`src/design/mm_pkg.sv`:
```
package mm_pkg;

  localparam int MAX_DIM     = 8;
  localparam int DIM_CAP     = (MAX_DIM < 8) ? MAX_DIM : 8;
  localparam int STORE_DEPTH = MAX_DIM * MAX_DIM;
  localparam int AW          = $clog2(STORE_DEPTH);
  localparam int IDX_W       = $clog2(DIM_CAP);
  localparam int DIM_W       = $clog2(DIM_CAP + 1);
  localparam int DATA_W      = 32;
  localparam int PROD_W      = 64;
  localparam int ACC_W       = PROD_W + $clog2(DIM_CAP) + 1;
  localparam int FRAC_W      = 16;
  localparam int PADDR_W     = 4;
  localparam int QUEUE_DEPTH = 2;
  localparam int QPTR_W      = $clog2(QUEUE_DEPTH);
  localparam int QCNT_W      = $clog2(QUEUE_DEPTH + 1);

  localparam logic [1:0] MODE_LOAD_A = 2'd0;
  localparam logic [1:0] MODE_LOAD_B = 2'd1;
  localparam logic [1:0] MODE_START  = 2'd2;

  localparam logic [1:0] REG_ROWS_A    = 2'd0;
  localparam logic [1:0] REG_INNER_DIM = 2'd1;
  localparam logic [1:0] REG_COLS_B    = 2'd2;

  localparam logic [DATA_W-1:0] SAT_POS = 32'h7FFF_FFFF;
  localparam logic [DATA_W-1:0] SAT_NEG = 32'h8000_0000;

  typedef enum logic [1:0] {
    CMD_LOAD_A,
    CMD_LOAD_B,
    CMD_START
  } cmd_kind_e;

  typedef struct packed {
    cmd_kind_e         kind;
    logic [AW-1:0]     addr;
    logic [DATA_W-1:0] value;
    logic [DIM_W-1:0]  nr;
    logic [DIM_W-1:0]  nk;
    logic [DIM_W-1:0]  nc;
  } cmd_t;

  typedef struct packed {
    logic full;
    logic valid;
  } q_status_t;

  function automatic logic [DIM_W-1:0] eff_dim(input logic [3:0] r);
    logic [DIM_W-1:0] res;
    if (r == 4'd0) begin
      res = DIM_W'(1);
    end else if (32'(r) > DIM_CAP) begin
      res = DIM_W'(DIM_CAP);
    end else begin
      res = DIM_W'(r);
    end
    return res;
  endfunction

endpackage

```
`src/design/mm_front.sv`:
```
module mm_front import mm_pkg::*; (
  input  logic               clk_i,
  input  logic               rst_ni,
  input  logic               in_valid_i,
  input  logic [1:0]         mode_i,
  input  logic [2:0]         row_i,
  input  logic [2:0]         col_i,
  input  logic [DATA_W-1:0]  value_i,
  input  logic               psel,
  input  logic               penable,
  input  logic               pwrite,
  input  logic [PADDR_W-1:0] paddr,
  input  logic [31:0]        pwdata,
  output logic [31:0]        prdata,
  output logic               pready,
  input  q_status_t          q_status_i,
  output logic               push_o,
  output cmd_t               cmd_o
);

  logic [3:0] rows_a_q, rows_a_d;
  logic [3:0] inner_dim_q, inner_dim_d;
  logic [3:0] cols_b_q, cols_b_d;
  logic       wr_en;
  logic       in_range;
  logic       keep;

  assign wr_en  = psel && penable && pwrite;
  assign pready = 1'b1;

  always_comb begin
    rows_a_d    = rows_a_q;
    inner_dim_d = inner_dim_q;
    cols_b_d    = cols_b_q;
    if (wr_en) begin
      case (paddr[3:2])
        REG_ROWS_A:    rows_a_d    = pwdata[3:0];
        REG_INNER_DIM: inner_dim_d = pwdata[3:0];
        REG_COLS_B:    cols_b_d    = pwdata[3:0];
        default: ;
      endcase
    end
  end

  always_ff @(posedge clk_i or negedge rst_ni) begin
    if (!rst_ni) begin
      rows_a_q    <= 4'd8;
      inner_dim_q <= 4'd8;
      cols_b_q    <= 4'd8;
    end else begin
      rows_a_q    <= rows_a_d;
      inner_dim_q <= inner_dim_d;
      cols_b_q    <= cols_b_d;
    end
  end

  always_comb begin
    case (paddr[3:2])
      REG_ROWS_A:    prdata = {28'd0, rows_a_q};
      REG_INNER_DIM: prdata = {28'd0, inner_dim_q};
      REG_COLS_B:    prdata = {28'd0, cols_b_q};
      default:       prdata = 32'd0;
    endcase
  end

  assign in_range = (32'(row_i) < DIM_CAP) && (32'(col_i) < DIM_CAP);

  always_comb begin
    cmd_o.kind  = CMD_START;
    cmd_o.addr  = AW'(row_i) * AW'(MAX_DIM) + AW'(col_i);
    cmd_o.value = value_i;
    cmd_o.nr    = eff_dim(rows_a_q);
    cmd_o.nk    = eff_dim(inner_dim_q);
    cmd_o.nc    = eff_dim(cols_b_q);
    keep        = 1'b0;
    case (mode_i)
      MODE_LOAD_A: begin
        cmd_o.kind = CMD_LOAD_A;
        keep       = in_range;
      end
      MODE_LOAD_B: begin
        cmd_o.kind = CMD_LOAD_B;
        keep       = in_range;
      end
      MODE_START: begin
        cmd_o.kind = CMD_START;
        keep       = 1'b1;
      end
      default: keep = 1'b0;
    endcase
  end

  assign push_o = in_valid_i && !q_status_i.full && keep;

endmodule

```
`config.mk`:
```
export PLATFORM = sky130hd
export DESIGN_NAME = mm_front
export DESIGN_NICKNAME = d
export VERILOG_FILES = /design/src/design/mm_pkg.sv /design/src/design/mm_front.sv
export SDC_FILE = /design/constraint.sdc
export NUM_CORES = 1
export LEC_CHECK = 0
export BUFFER_PORTS_ARGS = -buffer_cell sky130_fd_sc_hd__buf_2
export CORE_AREA = 2 2 71 73
export CTS_BUF_LIST = sky130_fd_sc_hd__clkbuf_16
export CTS_CLUSTER_SIZE = 8
export DETAILED_ROUTE_END_ITERATION = 6
export DIE_AREA = 0 0 73 75
export PLACE_DENSITY = 0.69
export REMOVE_ABC_BUFFERS = 1
export SLEW_MARGIN = 20
export SYNTH_ARGS = -nofsm -noshare
export SYNTH_HDL_FRONTEND = slang
export SYNTH_SLANG_ARGS = --single-unit
```
`constraint.sdc`:
```
create_clock -name clk_i -period 0.9 [get_ports clk_i]
set_input_delay 0.135 -clock clk_i [delete_from_list [all_inputs] [get_ports clk_i]]
set_output_delay 0.135 -clock clk_i [all_outputs]
set_load 0.01 [all_outputs]
```
After elaboration in Yosys (flattened, before gate mapping). Cells that the tools add are included.

Bits in latches: 0. Bits in read-only memories: 0. RAM bits: 0. Output and inout port bits: 86. Memories kept: 0. Logic and storage cells: 34. Bits in registers: 12.

Divide/modulo/power cells: 0. Reductions and logical operators: 14. Mux-type cells: 9. Eq/ne operators: 4. Order comparisons: 3. Shift operators: 0. $mul: 0. Add/subtract/negate cells: 1. Bitwise gates (word level): 0.

Operator list (number): $mux W4 (6); $gt A4 B4 Y1 const B (3); $logic_not A4 Y1 (3); $pmux W4 S3 (1); $add A6 B3 Y6 (1); $reduce_and A2 Y1 (3); $eq A2 B1 Y1 const B (2); $eq A2 B2 Y1 const B (2); $logic_and A1 B1 Y1 (4); $logic_not A2 Y1 (2); $pmux W2 S2 (1); $reduce_or A3 Y1 (1); $logic_not A1 Y1 (1); $mux W1 (1).

Longest topological paths before layout.
Word-level depth: 4. Mapped depth: 4. Mapped depth without buffers: 3.

Worst setup path after synthesis. Ideal clock, no wire load.

Path type: in2reg. Start point: input paddr[3]. End point: register rows_a_q[0]. Slack: -223 ps. Required time: 775 ps. Library setup time: 125 ps. Cell stages on the path: 3. Data arrival time: 998 ps. Cell sequence: buf_6 -> nor3_1 -> mux2_2.

Longest elaborated chain between the ends: 2.

RTL lines: from (decl) (RTL line mm_front.sv:12) `input logic [PADDR_W-1:0] paddr,`; $logic_not A2 Y1 (RTL line mm_front.sv:36) `case (paddr[3:2])`; $reduce_and A2 Y1 (no source line); to (signal assigned) (RTL line mm_front.sv:51) `rows_a_q <= rows_a_d;`; to (decl) (RTL line mm_front.sv:21) `logic [3:0] rows_a_q, rows_a_d;`.

Every way passes these cells. A chain may end at the register's enable or synchronous reset.

Worst setup path after layout.
Start point: register rows_a_q[3]. End point: output prdata[3].

Longest elaborated chain between the ends: 1.

RTL lines: $pmux W4 S3 (RTL line mm_front.sv:58) `case (paddr[3:2])`; to (decl) (RTL line mm_front.sv:14) `output logic [31:0] prdata,`.

Every way passes these cells.

==> flow_summary_export.csv <==
group,metric,value,unit
clock_tree,clockBufferDepth,2,
floorplan,die_y,75,um
run_status,failed_checks,"negative setup slack",
critical_path,r2r.worst_path.cells,3,
global_routing,grt_pass1_wl,7051,um
routing,ant_nets,0,
floorplan,num_rows,25,
routing,wl,5825,um
global_routing,grt_max_degree,13,
critical_path,critPathRequiredTime,0.76,ns
placement,dp.cells,184,
clock_tree,cts_tree,"yes",
synth,synthMuxAreaShare,14.85,%
clock_tree,cts_max_level,1,
final_layout,finish.instance_area,1266,um^2
sta,hold-worst-slack,0.1720,ns
clock_tree,clockRootBuffer,"clkbuf_16",
synth,synth-compound-area-share,2.333,%
final_layout,syn2layout_area_growth,7.317,%
synth,ys_top_cells_by_count,"buf_4, mux2_2, dfrtp_1, nor2_1, nor2b_1",
final_layout,stdcell_count,194,
routing,vias,817,
min_path,min_path_type,"input port to flop",
synth,syn-instance-count,133,
routing,wl_per_cell,30.03,um
placement,place_congestion,0.8268,
final_layout,drive_gt1_share,51.43,%
clock_tree,clk_pin_slew,0.04,ns
placement,dp_hpwl,5431,um
critical_path,worstPathMaxFanout,2,
critical_path,r2r-start,"inner_dim_q[3]",
floorplan,core-area,4661,um^2
clock_tree,numCtsBuffers,3,
synth,yosysTopAreaCell,"buf_4",
synth,synth_edf_count,0,
sta,setup_tns,-4.618,ns
sta,rsz0062_at_grt,"yes",
routing,via_per_inst,4.211,
synth,synth_top_family_by_area,"buffers and inverters",
job,cap_violations,0,
sta,period_minus_slack,1.223,ns
synth,synthArstFlopShare,100.0,%
critical_path,start_kind,"flop",
sta,fin_crit_sh,135.9,%
floorplan,initial_core_util,25.32,%
sta,maxSlewViolCount,0,
synth,synthTopCellsByArea,"buf_4, dfrtp_1, mux2_2",
placement,port_buffers,33,
global_routing,grt_overflow_total,0,
clock_tree,clock_latency,0.24,ns
critical_path,endpoint,"prdata[3]",
min_path,holdPathStages,2,
sta,final.setup.worst_slack,-0.3231,ns
synth,synth_fa_ha_area_share,0,%
critical_path,critPathArrivalTime,1.09,ns
critical_path,regToRegSetupSlack,-0.05,ns
synth,synth.most_common_cell,"buf_4",
placement,pre_cts_ws,-0.3220,ns
final_layout,antenna_cells,0,
final_layout,finish.utilization,27.17,%
synth,synthSimpleGateAreaFrac,11.24,%
power_and_ir_drop,power.leakage,0.6503,nW
critical_path,rr_endpoint,"inner_dim_q[3]",
synth,syn-mean-instance-area,8.871,um^2
power_and_ir_drop,p_total,2.633,mW
global_routing,track_usage,21.16,%
synth,synth_top_area_share,42.63,%
floorplan,die_w,73,um
routing,drtIter0Drc,12,
synth,synthFlopType,"dfrtp_1",
floorplan,die-area,5475,um^2
sta,setup_viol,19,
synth,synth_warnings,0,
synth,yosys_register_bits,12,
global_routing,antenna_found_initial,0,
sta,fmax,817.6,MHz
sta,finClkSkew,0,ns
synth,synth_area,1180,um^2
power_and_ir_drop,p_per_area,2080,nW/um^2
routing,first_pass_iters,3,
power_and_ir_drop,vdd_ir_drop_max,503.1,uV
synth,ys_seq_area_share,25.77,%
routing,drc,0,
critical_path,path_class,"flop to output pin",
placement,post_dp_cell_area,1065,um^2
sta,hold_violations,0,
floorplan,io-pin-count,170,
global_routing,grt_pass1_vias,726,
synth,synth_cell_types,18,
run_status,status,"finished, violations left",
critical_path,crit_path_end_kind,"output pin",
final_layout,fin_nets,225,
critical_path,worstSetupStartpoint,"rows_a_q[3]",
synth,synth-xor-area-share,0,%
clock_tree,cts_sinks,12,
==> layout make-up <==
| type | instances | area (um^2) |
|---|---|---|
| clock buffer | 3 | 75.07 |
| clock inverter | 1 | 3.754 |
| fill | 481 | 3395 |
| inverter | 1 | 3.754 |
| multi-input combinational | 75 | 475.5 |
| sequential | 12 | 304.0 |
| tap | 54 | 67.56 |
| timing repair buffer | 48 | 336.6 |
==> placed cells by master, fill, tap and decap left out <==
cell / instances
nor3b_2: 1
o21ai_1: 4
buf_6: 7
nor2b_1: 7
mux2_2: 11
dfstp_2: 3
nand3_4: 1
mux2_4: 1
dfrtp_1: 9
conb_1: 29
inv_1: 1
dlygate4sd3_1: 1
nor3_1: 1
nor2_2: 2
nor2b_2: 1
buf_2: 26
or3b_4: 1
a211oi_1: 1
buf_4: 12
nand2_1: 4
nor2_4: 1
clkbuf_4: 1
nor2_1: 6
clkbuf_16: 3
clkinv_1: 1
buf_12: 1
mux2i_1: 4
==> where the power goes <==
part	switching [mW]	total, mW	internal (mW)
Combinational	0.457	1.00	0.546
Sequential	0.128	0.819	0.691
Clock	0.227	0.811	0.584
Total	0.811	2.63	1.82
==> routing by layer <==
| metal | up-vias | wire (um) | GRT usage, % |
|---|---|---|---|
| met3 | 7 | 1699 | 30.52 |
| met2 | 131 | 3192 | 40.04 |
| met1 | 337 | 786 | 6.868 |
| met5 | - | 36 | 5.556 |
| met4 | 2 | 110 | 7.407 |
| li1 | 340 | - | - |
==> timing repair <==
item,4_1_cts,5_1_grt
setup buffers,1,4
endpoints found under the setup margin,20,18
pin swaps,3,3
hold buffers,1,0
gates resized for setup,13,7
endpoints found under the hold margin,9,0
==> flip-flops by register name, summed over array words and instances (netlist names) <==
| register | count |
|---|---|
| rows_a_q | 4 |
| cols_b_q | 4 |
| inner_dim_q | 4 |
==> kinds of logic after synthesis <==
family | count (synthesis)
buffers and inverters | 73
and+or+nand+nor | 25
muxes | 16
DFF | 12
AOI/OAI and AO/OA | 5
other | 2
==> worst min path at each step <==
| stage | end | slack (ns) | start |
|---|---|---|---|
| 5_1_grt | rows_a_q[2] | 0.16 | pwdata[2] |
| 3_5_place_dp | inner_dim_q[2] | 0.02 | rst_ni |
| 4_1_cts | rows_a_q[2] | 0.17 | pwdata[2] |
| 6_report | rows_a_q[2] | 0.17 | pwdata[2] |
| 2_1_floorplan | cols_b_q[0] | -0.16 | rst_ni |
| 3_3_place_gp | inner_dim_q[2] | 0.02 | rst_ni |
==> worst max-delay path, cell delays in order (launching register included) <==
cell and delay [ns]:
dfstp_2 0.53, mux2i_1 0.07, o21ai_1 0.10, buf_2 0.15
Power figures use the tool's default switching activity.
