### src/design/mm_pkg.sv
package mm_pkg;

  localparam int MAX_DIM     = 8;
  localparam int DIM_CAP     = (MAX_DIM < 8) ? MAX_DIM : 8;
  localparam int STORE_DEPTH = MAX_DIM * MAX_DIM;
  localparam int AW          = $clog2(STORE_DEPTH);
  localparam int IDX_W       = $clog2(DIM_CAP);
  localparam int DIM_W       = $clog2(DIM_CAP + 1);
  localparam int DATA_W      = 32;
  localparam int PROD_W      = 64;
  localparam int ACC_W       = PROD_W + $clog2(DIM_CAP) + 1;
  localparam int FRAC_W      = 16;
  localparam int PADDR_W     = 4;
  localparam int QUEUE_DEPTH = 2;
  localparam int QPTR_W      = $clog2(QUEUE_DEPTH);
  localparam int QCNT_W      = $clog2(QUEUE_DEPTH + 1);

  localparam logic [1:0] MODE_LOAD_A = 2'd0;
  localparam logic [1:0] MODE_LOAD_B = 2'd1;
  localparam logic [1:0] MODE_START  = 2'd2;

  localparam logic [1:0] REG_ROWS_A    = 2'd0;
  localparam logic [1:0] REG_INNER_DIM = 2'd1;
  localparam logic [1:0] REG_COLS_B    = 2'd2;

  localparam logic [DATA_W-1:0] SAT_POS = 32'h7FFF_FFFF;
  localparam logic [DATA_W-1:0] SAT_NEG = 32'h8000_0000;

  typedef enum logic [1:0] {
    CMD_LOAD_A,
    CMD_LOAD_B,
    CMD_START
  } cmd_kind_e;

  typedef struct packed {
    cmd_kind_e         kind;
    logic [AW-1:0]     addr;
    logic [DATA_W-1:0] value;
    logic [DIM_W-1:0]  nr;
    logic [DIM_W-1:0]  nk;
    logic [DIM_W-1:0]  nc;
  } cmd_t;

  typedef struct packed {
    logic full;
    logic valid;
  } q_status_t;

  function automatic logic [DIM_W-1:0] eff_dim(input logic [3:0] r);
    logic [DIM_W-1:0] res;
    if (r == 4'd0) begin
      res = DIM_W'(1);
    end else if (32'(r) > DIM_CAP) begin
      res = DIM_W'(DIM_CAP);
    end else begin
      res = DIM_W'(r);
    end
    return res;
  endfunction

endpackage

### src/design/mm_queue.sv
module mm_queue import mm_pkg::*; (
  input  logic      clk_i,
  input  logic      rst_ni,
  input  logic      push_i,
  input  cmd_t      cmd_i,
  input  logic      pop_i,
  output q_status_t status_o,
  output cmd_t      cmd_o
);

  cmd_t              mem_q [QUEUE_DEPTH];
  logic [QPTR_W-1:0] wr_ptr_q, wr_ptr_d;
  logic [QPTR_W-1:0] rd_ptr_q, rd_ptr_d;
  logic [QCNT_W-1:0] count_q, count_d;
  logic              do_push;
  logic              do_pop;

  assign status_o.full  = (32'(count_q) == QUEUE_DEPTH);
  assign status_o.valid = (count_q != '0);
  assign do_push = push_i && !status_o.full;
  assign do_pop  = pop_i && status_o.valid;
  assign cmd_o   = mem_q[rd_ptr_q];

  always_comb begin
    wr_ptr_d = wr_ptr_q;
    rd_ptr_d = rd_ptr_q;
    count_d  = count_q;
    if (do_push) begin
      wr_ptr_d = (32'(wr_ptr_q) == QUEUE_DEPTH - 1) ? '0 : wr_ptr_q + QPTR_W'(1);
    end
    if (do_pop) begin
      rd_ptr_d = (32'(rd_ptr_q) == QUEUE_DEPTH - 1) ? '0 : rd_ptr_q + QPTR_W'(1);
    end
    if (do_push && !do_pop) begin
      count_d = count_q + QCNT_W'(1);
    end else if (do_pop && !do_push) begin
      count_d = count_q - QCNT_W'(1);
    end
  end

  always_ff @(posedge clk_i or negedge rst_ni) begin
    if (!rst_ni) begin
      wr_ptr_q <= '0;
      rd_ptr_q <= '0;
      count_q  <= '0;
    end else begin
      wr_ptr_q <= wr_ptr_d;
      rd_ptr_q <= rd_ptr_d;
      count_q  <= count_d;
    end
  end

  always_ff @(posedge clk_i) begin
    if (do_push) begin
      mem_q[wr_ptr_q] <= cmd_i;
    end
  end

endmodule

### config.mk
export PLATFORM = sky130hd
export DESIGN_NAME = mm_queue
export DESIGN_NICKNAME = d
export VERILOG_FILES = /design/src/design/mm_pkg.sv /design/src/design/mm_queue.sv
export SDC_FILE = /design/constraint.sdc
export NUM_CORES = 1
export LEC_CHECK = 0
export BUFFER_PORTS_ARGS = -buffer_cell sky130_fd_sc_hd__buf_4
export CAP_MARGIN = 20
export CORE_ASPECT_RATIO = 2
export CORE_MARGIN = 1.5
export CORE_UTILIZATION = 30
export DETAILED_ROUTE_END_ITERATION = 16
export GPL_TIMING_DRIVEN = 0
export PLACE_DENSITY_LB_ADDON = 0.25
export SYNTH_ARGS = -nofsm -noshare
export SYNTH_HDL_FRONTEND = slang
export SYNTH_SLANG_ARGS = --single-unit
export TNS_END_PERCENT = 20
### constraint.sdc
create_clock -name clk_i -period 4.1 [get_ports clk_i]
set_input_delay 0.41 -clock clk_i [delete_from_list [all_inputs] [get_ports clk_i]]
set_output_delay 0.41 -clock clk_i [all_outputs]
set_load 0.01 [all_outputs]
### Word level (Yosys, flattened, before mapping)

Memory sizes are Yosys's and may differ from the RTL's.
Cells that the tools add are included.

| word-level totals | value |
|---|---|
| flip-flop bits (word level) | 4 |
| latch bits | 0 |
| memory bits (writable) | 104 |
| bits in read-only memories | 0 |
| input bits | 56 |
| output and inout port bits | 54 |
| word-level logic and storage cells | 24 |
| memories kept | 1 |

| operators by class | value |
|---|---|
| add/sub/neg operators | 4 |
| multiply operators | 0 |
| divide/modulo/power cells | 0 |
| magnitude comparators | 0 |
| equal/unequal tests | 1 |
| shift operators | 0 |
| mux-type cells | 6 |
| bitwise gates (word level) | 0 |
| reductions and logical operators | 9 |

Memory list:

| memory | words | bits a word | rd ports | clocked after Yosys merged registers in | write ports | line | text |
|---|---|---|---|---|---|---|---|
| mem_q | 2 | 52 | 1 | 0 | 1 | mm_queue.sv:11 | `cmd_t mem_q [QUEUE_DEPTH];` |

Operators by type and width:

| kind | number |
|---|---|
| logical AND 1 bit | 4 |
| two-way mux 1 bit | 4 |
| two-way mux 2 bit | 2 |
| nonzero test 2 bit | 2 |
| zero test 1 bit | 3 |
| adder 1 bit, second input constant | 2 |
| adder 2 x 1 -> 2 bit, second input constant | 1 |
| == test 2 bit, second input constant | 1 |
| subtractor 2 x 1 -> 2 bit, second input constant | 1 |

### Depth between registers and ports, before layout

Gate-level depths: netlist (run 1).

| depth | value |
|---|---|
| depth in word-level cells | 7 |
| depth in mapped cells | 7 |
| depth with buffers taken out | 7 |

### Least setup slack after synthesis (run 1)

Ideal clock, no wire load.

| path | value |
|---|---|
| path type | reg2reg |
| from | register count_q[0] |
| to | memory mem_q[0][0] (netlist bit) (enable) |
| library setup time | 462 ps |
| data arrival time | 2804 ps |
| required time | 3638 ps |
| setup slack | 835 ps |
| stages on the path, launching flop included | 4 |
| buffers on the path | 0 |
| period minus slack after synthesis | 3265 ps |
| cell sequence | dfrtp_1 nand2b_1 nand2_1 nor2_1 |

| between the ends | value |
|---|---|
| longest elaborated chain between the ends | 5 |

Ends and longest elaborated chain:

| element | line | text |
|---|---|---|
| start: declaration | mm_queue.sv:14 | `logic [QCNT_W-1:0] count_q, count_d;` |
| start signal: assignment | mm_queue.sv:49 | `count_q <= count_d;` |
| == test 2 bit | mm_queue.sv:18 | `assign status_o.full = (32'(count_q) == QUEUE_DEPTH);` |
| zero test 1 bit | mm_queue.sv:20 | `assign do_push = push_i && !status_o.full;` |
| logical AND 1 bit | mm_queue.sv:20 |  |
| two-way mux 1 bit | mm_queue.sv:54 | `if (do_push) begin` |
| two-way mux 1 bit (implied by the code) | mm_queue.sv:55 | `mem_q[wr_ptr_q] <= cmd_i;` |
| end: declaration | mm_queue.sv:11 |  |

Every way passes these cells.

### Worst setup path in the final report (run 1)

| path | value |
|---|---|
| from | register count_q[0] |
| to | memory mem_q[0][42] (netlist bit) (enable) |

Same word-level chain as after synthesis.

==> results_dict.tcl, run 1 <==
set metrics [dict create \
    wirelength_mm 7.741 \
    crit_type "flip-flop to flip-flop" \
    final_nets 361 \
    path_cells "nand2b_1 > nand2_1 > nor2_4 > buf_12" \
    die_w_um 86.71 \
    syn-cell-area_mm2 0.004204 \
    multi_input_area_um2 870.8 \
    yosysMostFrequentCell "edfxtp_1" \
    synth_edf_count 104 \
    antenna_found_initial 0 \
    drc_errors 0 \
    p_seq_share_pct 39.9 \
    root_buffer "clkbuf_16" \
    finalSetupViolCount 0 \
    cpMaxStageDelayCell "nor2_4" \
    fmax_ghz 0.5189 \
    cts_tree "done" \
    period_share_pct 47.00 \
    die_h_um 170.4 \
    pwr-share-clk_pct 21.9 \
    async_flop_share_pct 3.704 \
    finClkSkew_ns 0.006002 \
    total_power_uw 3952 \
    die-area_mm2 0.01478 \
    grt.overflow.total 0 \
    num_vias 2033 \
    p_sw_uw 1109 \
    drive_above_1_share_pct 60.52 \
    end_kind "flip-flop" \
    path_clk_slew_ns 0.08 \
    cts_max_path_buffers 2 \
    drt-initial-drc-count 64 \
    outcome "complete, no violations" \
    dp.final_hpwl_mm 5.289 \
    min_period_ns 1.927 \
    synth_top_area_share_pct 74.29 \
    hold_viol_final 0 \
    grt_pass1_wl_mm 11.50 \
    portBuffers 109 \
    rows 61 \
    cts_buffers 9 \
    worstSetupStartpointType "flip-flop" \
    finalWeightedCongestion 0.6606 \
    sw_frac_of_total_pct 28.07 \
    grt_util_all_layers_pct 10.75 \
    vias_per_cell 4.082 \
    synth_top_area_cell "edfxtp_1" \
    tightest_slew_ns 0.7290 \
    p_per_area_mw_per_mm2 703.8 \
    area_growth_pct 33.57 \
    synth.ff_latch_count 108 \
    ctsHoldBuffers 1 \
    wl_per_cell_um 15.54 \
    synthTopCellsByCount "edfxtp_1 (104), mux2_4 (49), buf_12 (5)" \
    power_leakage_uw 0.002227 \
    synth.distinct_cells 16 \
    grt_start_max_net_pins 36 \
    syn-num-nets 238 \
    critPathRequiredTime_ns 4.13 \
    worst_path_largest_cell_delay_ns 0.59 \
    synth_area_per_cell_um2 23.23 \
    clkSinkCount 108 \
    synthFlopType "edfxtp_1" \
    finalMaxSlewViolations 0 \
    yosys-top-cells-area "edfxtp_1 (74%), mux2_4 (18%), buf_12 (2.4%), dfrtp_1 (2.4%), mux2_2 (0.80%)" \
    maxCapViolations 0 \
    ant_nets 0 \
    cts_setup_buffers 0 \
    hold_path.class "input pin to flip-flop" \
    seq_area_mm2 0.003223 \
    fin_cells 498 \
    n_antenna_cell 0 \
    start_util_pct 30.43 \
    timing.slew.headroom_pct 51.29 \
    peakVddDrop_mv 0.3564 \
    p_comb_share_pct 38.2 \
    n_fill_cell 1277 \
    yosys_warnings 0 \
    path_max_fanout 31 \
    intPower_uw 2843 \
    ioPinCount 110 \
    clock_latency_ns 0.34 \
    yosysSeqAreaShare_pct 76.67 \
    synthCells 181 \
    core_mm2 0.01381 \
    dp.cells 481 \
    drt-pass1-iter-count 4 \
    arrival_ns 1.95 \
    h-tree-depth 3 \
    ctsResizeCount 0 \
    grt_setup_unrepaired "false" \
    grt_pass1_vias 2123 \
]
-- worst max-delay path: cells and delay by family, from the launching register on --
kind / cells / cell delay [ns]
buffers and inverters: 1 / 0.30
flip-flops: 1 / 0.41
AND/OR/NAND/NOR: 3 / 0.89
-- cell families after synthesis --
group | count (synthesis) | synth area share (%)
mux | 52 | 18.30
buf+inv | 8 | 2.828
xor+xnor | 5 | 1.042
simple gates | 7 | 0.8635
fa+ha+maj | 1 | 0.2976
flops | 108 | 76.67
-- power groups by stage --
stage	Sequential (uW)	Clock (uW)	Combinational, uW
2_1_floorplan	1600	0	948
3_3_place_gp	1620	0	1500
3_5_place_dp	1610	0	1540
4_1_cts	1580	899	1550
5_1_grt	1600	939	1620
6_report	1580	866	1510
-- layout by cell type (no fill, tap or decap), types with 2 or more instances in the layout --
master     netlist  final
buf_4            0    109
edfxtp_1       104    104
mux2_4          49     49
clkbuf_16        0      9
buf_12           5      7
dfrtp_1          4      4
mux2_2           3      3
xnor2_1          3      3
inv_6            0      3
inv_1            2      2
xor2_1           2      2
-- registers in the layout, indices dropped and copies added, names as in the netlist --
name      count
rd_ptr_q      1
wr_ptr_q      1
mem_q       104
count_q       2
-- per-stage QoR --
step | util, % | TNS, ns | instance area, um2 | hold slack (ns) | setup WS [ns]
3_5_place_dp | 38.42 | 0 | 5308 | 0.2109 | 2.108
6_report | 40.65 | 0 | 5615 | 0.2537 | 2.173
2_1_floorplan | - | 0 | 4204 | 0.1144 | 0.8347
5_1_grt | 40.65 | 0 | 5615 | 0.2307 | 2.031
3_3_place_gp | 38.07 | -33.21 | 5259 | 0.2080 | -0.6404
4_1_cts | 40.65 | 0 | 5615 | 0.2344 | 2.090
-- routing by layer --
layer	GRT usage [%]	part of all wire, %	up-vias	wire (um)
met5	0	0	-	0
met4	4.839	2.0	0	157
met3	3.104	4.7	7	360
met2	20.14	59	54	4529
met1	10.60	35	1021	2694
li1	-	-	951	-
-- path summary, 6_finish.rpt --
path                            startpoint  cells after the start            to  slack [ns]
max in group asynchronous           rst_ni                      2      wr_ptr_q        3.59
worst min register to register  count_q[1]                      1    count_q[1]        0.50
min in group asynchronous           rst_ni                      2    count_q[1]        0.41
worst max-delay path            count_q[0]                      4  mem_q[0][42]        2.17
worst max register to register  count_q[0]                      4  mem_q[0][42]        2.17
worst min-delay path             cmd_i[14]                      1  mem_q[1][14]        0.25
-- final cells by class --
cell class                 count  share of cell area [%]
sequential                   108                   57.40
clock inverter                 6                   1.225
multi-input combinational     65                   15.51
buffer                         6                   1.983
timing repair buffer         112                   15.46
clock buffer                  10                   4.078
inverter                       2                  0.1337
tap                          189                   4.211
No activity file was read; power rests on OpenSTA's default activity.
==> inputs of run 2 (changes only) <==
Clock period 4.1 ns to 1.7 ns, I/O delays scaled along.
==> run 2 against run 1 <==
  * Largest power group is now combinational logic
  * Cell area is 10% higher
  * Via count is 9.0% higher
  * Total power is 150% higher
  * Die area stayed put
  * Non-clock buffer count is 49 higher
  * Worst hold slack worse by 0.24 ns
==> results_dict.tcl, run 2 (same netlist as run 1, synthesis figures left out) <==
set metrics [dict create \
    r2r_cells 3 \
    hold_viol_final 0 \
    cts_buffers 9 \
    timing.slew.headroom_pct 77.36 \
    grt.overflow.total 0 \
    peakVddDrop_mv 1.113 \
    die_h_um 170.4 \
    critPathRequiredTime_ns 1.53 \
    crit_type "flip-flop to output pin" \
    ioPinCount 110 \
    finalSetupViolCount 0 \
    tightest_slew_ns 0.3397 \
    grt_pass1_vias 2406 \
    finClkSkew_ns 0.008219 \
    drt-initial-drc-count 57 \
    preCtsSetupSlack_ns -0.09930 \
    fmax_ghz 0.6017 \
    h-tree-depth 3 \
    wl_per_cell_um 14.53 \
    arrival_ns 1.49 \
    dp.final_hpwl_mm 5.505 \
    path_clk_slew_ns 0.07 \
    grt_util_all_layers_pct 11.09 \
    grt_start_max_net_pins 33 \
    root_buffer "clkbuf_16" \
    period_share_pct 97.77 \
    whs_path_depth 1 \
    postPlaceCellArea_mm2 0.005358 \
    drc_errors 0 \
    cts_max_path_buffers 2 \
    hold_path.class "input pin to flip-flop" \
    p_per_area_mw_per_mm2 1591 \
    worstSetupStartpointType "flip-flop" \
    final_cell_mix "buf_4 (106), edfxtp_1 (104), mux2_4 (49)" \
    setup_ws_ns 0.03795 \
    ant_nets 0 \
    portBuffers 109 \
    cts_tree "done" \
    clkSinkCount 108 \
    final_common_cell "buf_4" \
    wirelength_mm 7.948 \
    drt-pass1-iter-count 4 \
    area_growth_pct 47.05 \
    rows 61 \
    finalMaxSlewViolations 0 \
    start_util_pct 30.43 \
    grt_pass1_wl_mm 11.83 \
    total_power_uw 9833 \
    die-area_mm2 0.01478 \
    final_nets 410 \
    n_antenna_cell 0 \
    die_w_um 86.71 \
    end_kind "output pin" \
    maxCapViolations 0 \
    path_max_fanout 10 \
    final_area_mm2 0.006182 \
    reg_top3 "mem_q: 104 flops, count_q: 2 flops" \
    antenna_found_initial 0 \
    largest_reg_flops 104 \
    finalWeightedCongestion 0.6479 \
    drive_above_1_share_pct 53.63 \
    clock_latency_ns 0.35 \
    power_leakage_uw 0.002468 \
    outcome "complete, no violations" \
    num_vias 2215 \
    largest_register "mem_q" \
    post-route-util_pct 44.75 \
    min_period_ns 1.662 \
    vias_per_cell 4.049 \
    core_mm2 0.01381 \
]
run 2: cell count changes in the layout (fill, tap and decap cells not counted), sizes merged:
cell	before	now
clkbuf	10	11
buf	117	121
dlygate4sd3	1	46
clkinvlp	1	0
run 2: cell type report:
type / count / area, um2
Tap cell: 189 / 236.5
Sequential cell: 108 / 3223
Clock buffer: 11 / 232.7
Clock inverter: 5 / 65.06
Multi-Input combinational cell: 65 / 889.6
Inverter: 2 / 7.507
Buffer: 6 / 120.1
Fill cell: 1236 / 7632
Timing Repair Buffer: 161 / 1408
run 2: critical path, cell delays in order (launching register included):
cell and delay (ns):
dfrtp_1 0.39, buf_12 0.16, buf_12 0.15, mux2_4 0.30
buf_4 0.14
run 2: repair_timing:
action / 4_1_cts / 5_1_grt
gates resized for setup: 1 / 7
pin swaps: 1 / 1
hold buffers: 45 / 1
buffers inserted: 0 / 3
endpoints found under the setup margin: 71 / 74
hold endpoints to repair: 89 / 2
run 2: per-stage QoR:
step | hold WS, ns | TNS [ns] | cells
CTS | 0.00007930 | -1.640 | 543
global placement | -0.02911 | -52.66 | 479
floorplan | -0.1256 | -4.764 | 181
detailed placement | -0.02739 | -5.149 | 482
finish | 0.01389 | 0 | 547
global route | 0.00003972 | -0.002705 | 547
run 2: routing by layer:
metal  share of wire, %  global-route usage [%]  wire [um]
met3                4.2                   3.104        336
met4                3.0                   6.031        237
met1                 32                   9.785       2583
met5                  0                       0          0
met2                 60                   21.57       4791
run 2: path summary, 6_finish.rpt:
path / from / to / slack (ns)
worst max register to register: count_q[0] / mem_q[1][8] / 0.11
worst min register to register: count_q[0] / count_q[0] / 0.54
min in group asynchronous: rst_ni / count_q[1] / 0.15
worst min-delay path: cmd_i[13] / mem_q[0][13] / 0.01
worst max-delay path: rd_ptr_q / cmd_o[42] / 0.04
max in group asynchronous: rst_ni / count_q[0] / 1.44
run 2: report_power, final:
group	internal, uW	switching, uW	total, uW
clock	1160	915	2080
sequential	3640	180	3820
combinational	2310	1630	3940
total	7110	2720	9830
